[config.mk]
export PLATFORM = sky130hd
export DESIGN_NAME = sorted_unique_list_table
export DESIGN_NICKNAME = d
export VERILOG_FILES = /design/src/hdl/sult_pkg.sv /design/src/hdl/sorted_unique_list_table.sv /design/src/hdl/sult_cell.sv
export SDC_FILE = /design/constraint.sdc
export NUM_CORES = 2
export LEC_CHECK = 0
export BUFFER_PORTS_ARGS = -buffer_cell sky130_fd_sc_hd__buf_2
export CAP_MARGIN = 5
export CORE_MARGIN = 2
export CORE_UTILIZATION = 44
export DETAILED_ROUTE_END_ITERATION = 8
export MAX_ROUTING_LAYER = met4
export PLACE_DENSITY = 0.62
export SYNTH_ARGS = -nofsm -noshare
export SYNTH_HDL_FRONTEND = slang
export SYNTH_SLANG_ARGS = --single-unit
[constraint.sdc]
create_clock -name clk -period 9.1 [get_ports clk]
set_clock_uncertainty 0.05 [all_clocks]
set_input_delay 1.82 -clock clk [delete_from_list [all_inputs] [get_ports clk]]
set_output_delay 1.82 -clock clk [all_outputs]
set_load 0.02 [all_outputs]
[src/hdl/sult_pkg.sv]
// ----------------------------------------------------------------------------
// sult_pkg
// types and codes shared by the sorted unique list table and its cells
// ----------------------------------------------------------------------------
package sult_pkg;

  localparam int unsigned DEPTH_DEF = 16;

  typedef enum logic [1:0] {
    OP_INSERT = 2'd0,
    OP_REMOVE = 2'd1,
    OP_SEARCH = 2'd2,
    OP_NONE   = 2'd3
  } op_t;

  typedef enum logic [2:0] {
    ST_DONE     = 3'd0,
    ST_DUP      = 3'd1,
    ST_FULL     = 3'd2,
    ST_NOTFOUND = 3'd3,
    ST_EMPTY    = 3'd4
  } status_t;

  typedef struct packed {
    op_t                operation;
    logic signed [31:0] value;
  } in_t;

  typedef struct packed {
    status_t    status;
    logic [3:0] position;
    logic [4:0] count;
  } out_t;

  // what one cell hands to its right neighbor
  typedef struct packed {
    logic signed [31:0] entry;
    logic               gt;
    logic               used;
    logic               hit;
  } link_t;

  // commands broadcast to every cell
  typedef struct packed {
    logic ins_en;
    logic rem_en;
  } cmd_t;

endpackage

[src/hdl/sorted_unique_list_table.sv]
// ----------------------------------------------------------------------------
// sorted_unique_list_table
// bounded ascending set of distinct signed 32-bit values in a row of cells
// ----------------------------------------------------------------------------
// Each input transaction carries an operation (insert, remove, search) and a
// value; each produces exactly one result transaction with a status, the
// position of the found or removed value and the entry count afterwards.
// Every cell compares its entry with the value in parallel; inserts shift
// the larger entries one cell right, removes pull the entries above the hit
// one cell left, all in the cycle of acceptance.
// The result is registered in the cycle after the input transaction is
// accepted. Throughput: one transaction per cycle while the receiver does
// not stall, set by the single compare-and-shift pass through the cell row.
// The input is stalled only while a result waits in the output register and
// the receiver stalls; the pending result then holds still.
// Reset empties the table (count zero) and drops any pending result; the
// cell contents are not cleared, since slots above the count are never read.
// ----------------------------------------------------------------------------
module sorted_unique_list_table
  import sult_pkg::*;
#(
  parameter int unsigned DEPTH = DEPTH_DEF
) (
  input  logic clk,
  input  logic rst_n,
  input  logic in_valid,
  output logic in_stall,
  input  in_t  in_data,
  output logic out_valid,
  input  logic out_stall,
  output out_t out_data
);

  localparam int unsigned CW = $clog2(DEPTH + 1);
  localparam int unsigned PW = $clog2(DEPTH);

  logic [CW-1:0]      count_r;
  logic [CW-1:0]      count_nxt;
  logic               out_valid_r;
  logic               out_valid_nxt;
  out_t               out_data_r;
  out_t               out_data_nxt;

  logic               accept;
  logic               full;
  logic               empty;
  logic               found;
  logic [PW-1:0]      pos;
  cmd_t               cmd;
  link_t              links [DEPTH+1];
  logic               eqs   [DEPTH];
  logic               used  [DEPTH];

  assign accept = in_valid && !in_stall;
  assign in_stall = out_valid_r && out_stall;
  assign full  = (count_r == CW'(DEPTH));
  assign empty = (count_r == '0);

  assign links[0].entry = '0;
  assign links[0].gt    = 1'b0;
  assign links[0].used  = 1'b1;
  assign links[0].hit   = 1'b0;

  for (genvar g = 0; g < DEPTH; g++) begin : g_cell
    assign used[g] = (CW'(g) < count_r);
    sult_cell u_cell (
      .clk         (clk),
      .cmd         (cmd),
      .value       (in_data.value),
      .used        (used[g]),
      .left        (links[g]),
      .right_entry ((g + 1 < DEPTH) ? links[(g + 1 < DEPTH) ? g + 2 : g + 1].entry
                                    : links[g + 1].entry),
      .right       (links[g+1]),
      .eq          (eqs[g])
    );
  end

  always_comb begin
    pos = '0;
    for (int i = 0; i < DEPTH; i++) begin
      if (eqs[i]) begin
        pos = pos | PW'(i);
      end
    end
  end

  assign found = links[DEPTH].hit;

  always_comb begin
    cmd.ins_en   = 1'b0;
    cmd.rem_en   = 1'b0;
    count_nxt    = count_r;
    out_data_nxt = out_data_r;
    if (accept) begin
      out_data_nxt.status   = ST_DONE;
      out_data_nxt.position = '0;
      unique case (in_data.operation)
        OP_INSERT: begin
          if (full) begin
            out_data_nxt.status = ST_FULL;
          end else if (found) begin
            out_data_nxt.status = ST_DUP;
          end else begin
            cmd.ins_en = 1'b1;
            count_nxt  = count_r + 1'b1;
          end
        end
        OP_REMOVE, OP_SEARCH: begin
          if (empty) begin
            out_data_nxt.status = ST_EMPTY;
          end else if (!found) begin
            out_data_nxt.status = ST_NOTFOUND;
          end else begin
            out_data_nxt.position = 4'(pos);
            if (in_data.operation == OP_REMOVE) begin
              cmd.rem_en = 1'b1;
              count_nxt  = count_r - 1'b1;
            end
          end
        end
        default: begin
        end
      endcase
      out_data_nxt.count = 5'(count_nxt);
    end
  end

  assign out_valid_nxt = accept || (out_valid_r && out_stall);

  always_ff @(posedge clk) begin
    if (!rst_n) begin
      count_r     <= '0;
      out_valid_r <= 1'b0;
    end else begin
      count_r     <= count_nxt;
      out_valid_r <= out_valid_nxt;
    end
  end

  always_ff @(posedge clk) begin
    out_data_r <= out_data_nxt;
  end

  assign out_valid = out_valid_r;
  assign out_data  = out_data_r;

  a_count_bound : assert property (@(posedge clk) disable iff (!rst_n)
    count_r <= CW'(DEPTH))
    else $error("entry count beyond table depth");

  a_result_follows : assert property (@(posedge clk) disable iff (!rst_n)
    accept |=> out_valid)
    else $error("accepted transaction produced no result");

  a_insert_grows : assert property (@(posedge clk) disable iff (!rst_n)
    cmd.ins_en |=> count_r == $past(count_r) + 1'b1)
    else $error("insert did not grow the table");

  a_remove_pos : assert property (@(posedge clk) disable iff (!rst_n)
    cmd.rem_en |-> CW'(pos) < count_r)
    else $error("removed position outside the used entries");

endmodule

[src/hdl/sult_cell.sv]
// ----------------------------------------------------------------------------
// sult_cell
// one table slot: holds an entry, compares it with the lookup value and
// takes its neighbor's entry, or the inserted value, when the table shifts
// ----------------------------------------------------------------------------
module sult_cell
  import sult_pkg::*;
(
  input  logic               clk,
  input  cmd_t               cmd,
  input  logic signed [31:0] value,
  input  logic               used,
  input  link_t              left,
  input  logic signed [31:0] right_entry,
  output link_t              right,
  output logic               eq
);

  logic signed [31:0] entry_r;
  logic signed [31:0] entry_nxt;
  logic               gt;
  logic               place;

  assign gt    = used && (entry_r > value);
  assign eq    = used && (entry_r == value);
  assign place = !left.gt && (gt || (!used && left.used));

  assign right.entry = entry_r;
  assign right.gt    = gt;
  assign right.used  = used;
  assign right.hit   = left.hit || eq;

  always_comb begin
    entry_nxt = entry_r;
    if (cmd.ins_en) begin
      if (left.gt) begin
        entry_nxt = left.entry;
      end else if (place) begin
        entry_nxt = value;
      end
    end else if (cmd.rem_en && right.hit) begin
      entry_nxt = right_entry;
    end
  end

  always_ff @(posedge clk) begin
    entry_r <= entry_nxt;
  end

endmodule

==> flow_summary.yaml <==
synth:
  synth_area_mm2: 0.0393
  synth-edff-count: 524
  avgSynthCellArea_um2: 9.99
  synthesis.nets: 4487
  synth_cell_types: 78
  ys.flop_type: "edfxtp_1"
  async_reset_ff_share_pct: 0
  netlist_instances: 3930
  seq_area_frac_synth_pct: 40.4
  yosys_warnings: 0
  synth-seq-cells: 530
die:
  ios: 52
  fp.dieW_um: 303
  die_area_mm2: 0.0916
  rows: 109
  start_util_pct: 44.4
  coreArea_mm2: 0.0884
  die_h_um: 303
finish:
  final_cell_mix: "edfxtp_1 (524), ha_1 (519), nand2_1 (514)"
  finalNetCount: 4460
  postLayoutCellArea_mm2: 0.0429
  area_delta_synth_final_pct: 9.38
  drive_gt1_share_pct: 6.55
  layout_commonest_cell: "edfxtp_1"
  fin_cells: 5123
grt:
  grt_pass1_wl_um: 188000
  grt_pass1_vias: 30700
  antenna_found_initial: 3
  grt_use_total_pct: 27.7
  grt_max_degree: 233
  grt-ovfl-total: 0
route:
  wl_per_cell_um: 24.2
  drt-initial-drc-count: 2903
  routed_via_density: 6.08
  final_antenna_net_count: 0
  drc: 0
  vias: 31100
  firstDrtPassIters: 5
  routed_wl_um: 124000
cts:
  cts_max_level: 3
  post_cts_resized: 0
  postCtsSetupBuffers: 0
  clk_latency_ns: 0.64
  path_clk_slew_ns: 0.06
  cts-buffers-inserted: 68
  clockBufferDepth: 3
  ctsRootBufferMaster: "clkbuf_16"
  cts_tree: "done"
  hold_buffers: 0
  clock_sinks: 530
placed_design:
  placed_area_mm2: 0.0408
  placed_cells: 4998
  dpl.hpwl_um: 96100
  io_buffer_count: 51
  globalplace.congestion: 0.997
worst_hold_path:
  hp-class: "reg -> reg"
  hold_depth: 3
critical_path:
  endpoint_kind: "register"
  start_kind: "primary input"
  worstPathArrival_ns: 7.21
  crit_fanout: 23
  crit_required_ns: 9.35
  r2r_cells: 12
  critPathKind: "in -> reg"
sta:
  hold_viol: 0
  setup_viol: 0
  finalSetupTns_ns: 0
  max_freq_mhz: 144
  worst_slew_pin_slew_ns: 1.11
  post-route-min-period_ns: 6.96
  finalCritPeriodShare_pct: 76.5
  relSlewSlack_pct: 25.9
  maxSlewViolCount: 0
  rsz0062_at_grt: "false"
run_status:
  status: "complete, no violations"
power:
  total_power_w: 0.00638
  p_leak_nw: 17.6
  power_density_mw_per_mm2: 149
  vdd_drop_max_v: 0.000119
run:
  max-cap-violations: 0
==> per-layer routing <==
layer | wire, um | GRT usage [%]
met5 | 0 | -
met4 | 5760 | 12.5
met3 | 6130 | 3.04
met2 | 56400 | 43.0
met1 | 55800 | 36.6
==> path summary, 6_finish.rpt <==
kind / from / slack, ns / end
worst max-delay path: in_data[26] / 2.14 / g_cell[2].u_cell.entry_r[4]
worst min-delay path: out_valid / 0.53 / out_valid
worst max register to register: count_r[2] / 3.58 / g_cell[1].u_cell.entry_r[0]
worst min register to register: out_valid / 0.53 / out_valid
==> synthesized netlist by cell type (27+ instances only) <==
| cell type | n | area share [%] |
|---|---|---|
| mux2i_1 | 419 | 11 |
| nand4_1 | 163 | 2.6 |
| nand3_1 | 110 | 1.4 |
| nor4_1 | 27 | 0.43 |
| edfxtp_1 | 524 | 40 |
| o21ai_0 | 428 | 5.5 |
| nand2_1 | 514 | 4.9 |
| o211ai_1 | 55 | 1.1 |
| nor3_1 | 43 | 0.55 |
| a21oi_1 | 186 | 2.4 |
| clkbuf_1 | 119 | 1.1 |
| buf_2 | 79 | 1.0 |
| ha_1 | 519 | 17 |
| a21o_1 | 92 | 1.8 |
| nor2b_1 | 29 | 0.46 |
| inv_1 | 85 | 0.81 |
| o21a_1 | 28 | 0.54 |
| o21ai_1 | 104 | 1.3 |
| nor2_1 | 151 | 1.4 |
==> power by group <==
part	switching [W]	total [W]	internal [W]
Combinational	0.000599	0.000920	0.000321
Sequential	0.0000328	0.00277	0.00273
Clock	0.00112	0.00269	0.00157
==> sequential cells by signal, summed over array words and instances (netlist names) <==
name                   flops
count_r                    5
out_valid                  1
out_data                  12
g_cell.u_cell.entry_r    512
==> stage by stage <==
step	hold slack, ns	util [%]	setup slack, ns
after floorplan	0.476	-	1.75
after global placement	0.497	46.1	1.76
after detailed placement	0.515	46.1	1.65
after CTS	0.534	48.6	2.32
after global routing	0.565	48.6	1.92
final	0.527	48.6	2.14
==> worst max-delay path, stage by stage <==
cell and delay (ns):
buf_2 0.31, inv_1 0.48, ha_1 0.49, nand4_1 0.25, nor4_1 0.40, nand4_1 0.39
o21ai_0 0.70, a2111oi_4 0.23, and2_1 0.34, nor2_1 0.73, o21ai_0 0.33, o21ai_4 0.27
buf_4 0.41
==> cell type report <==
class | instances | area, um^2
Fill cell | 8203 | 45400
Multi-Input combinational cell | 3094 | 22300
Sequential cell | 530 | 15900
Clock buffer | 87 | 1840
Tap cell | 1165 | 1460
Timing Repair Buffer | 122 | 826
Inverter | 87 | 327
Clock inverter | 35 | 309
Antenna cell | 3 | 7.51
==> cell families after synthesis <==
group | after synthesis | synth area share [%]
DFF | 530 | 40.4
xor gates and xnor gates | 2 | 0.0446
muxes | 422 | 10.8
adders and majority gates | 519 | 16.5
buffers and inverters | 306 | 3.42
and+or+nand+nor | 1112 | 13.2
AOI/OAI and AO/OA | 1039 | 15.6
Note: power is estimated with default switching activity, not from simulation.
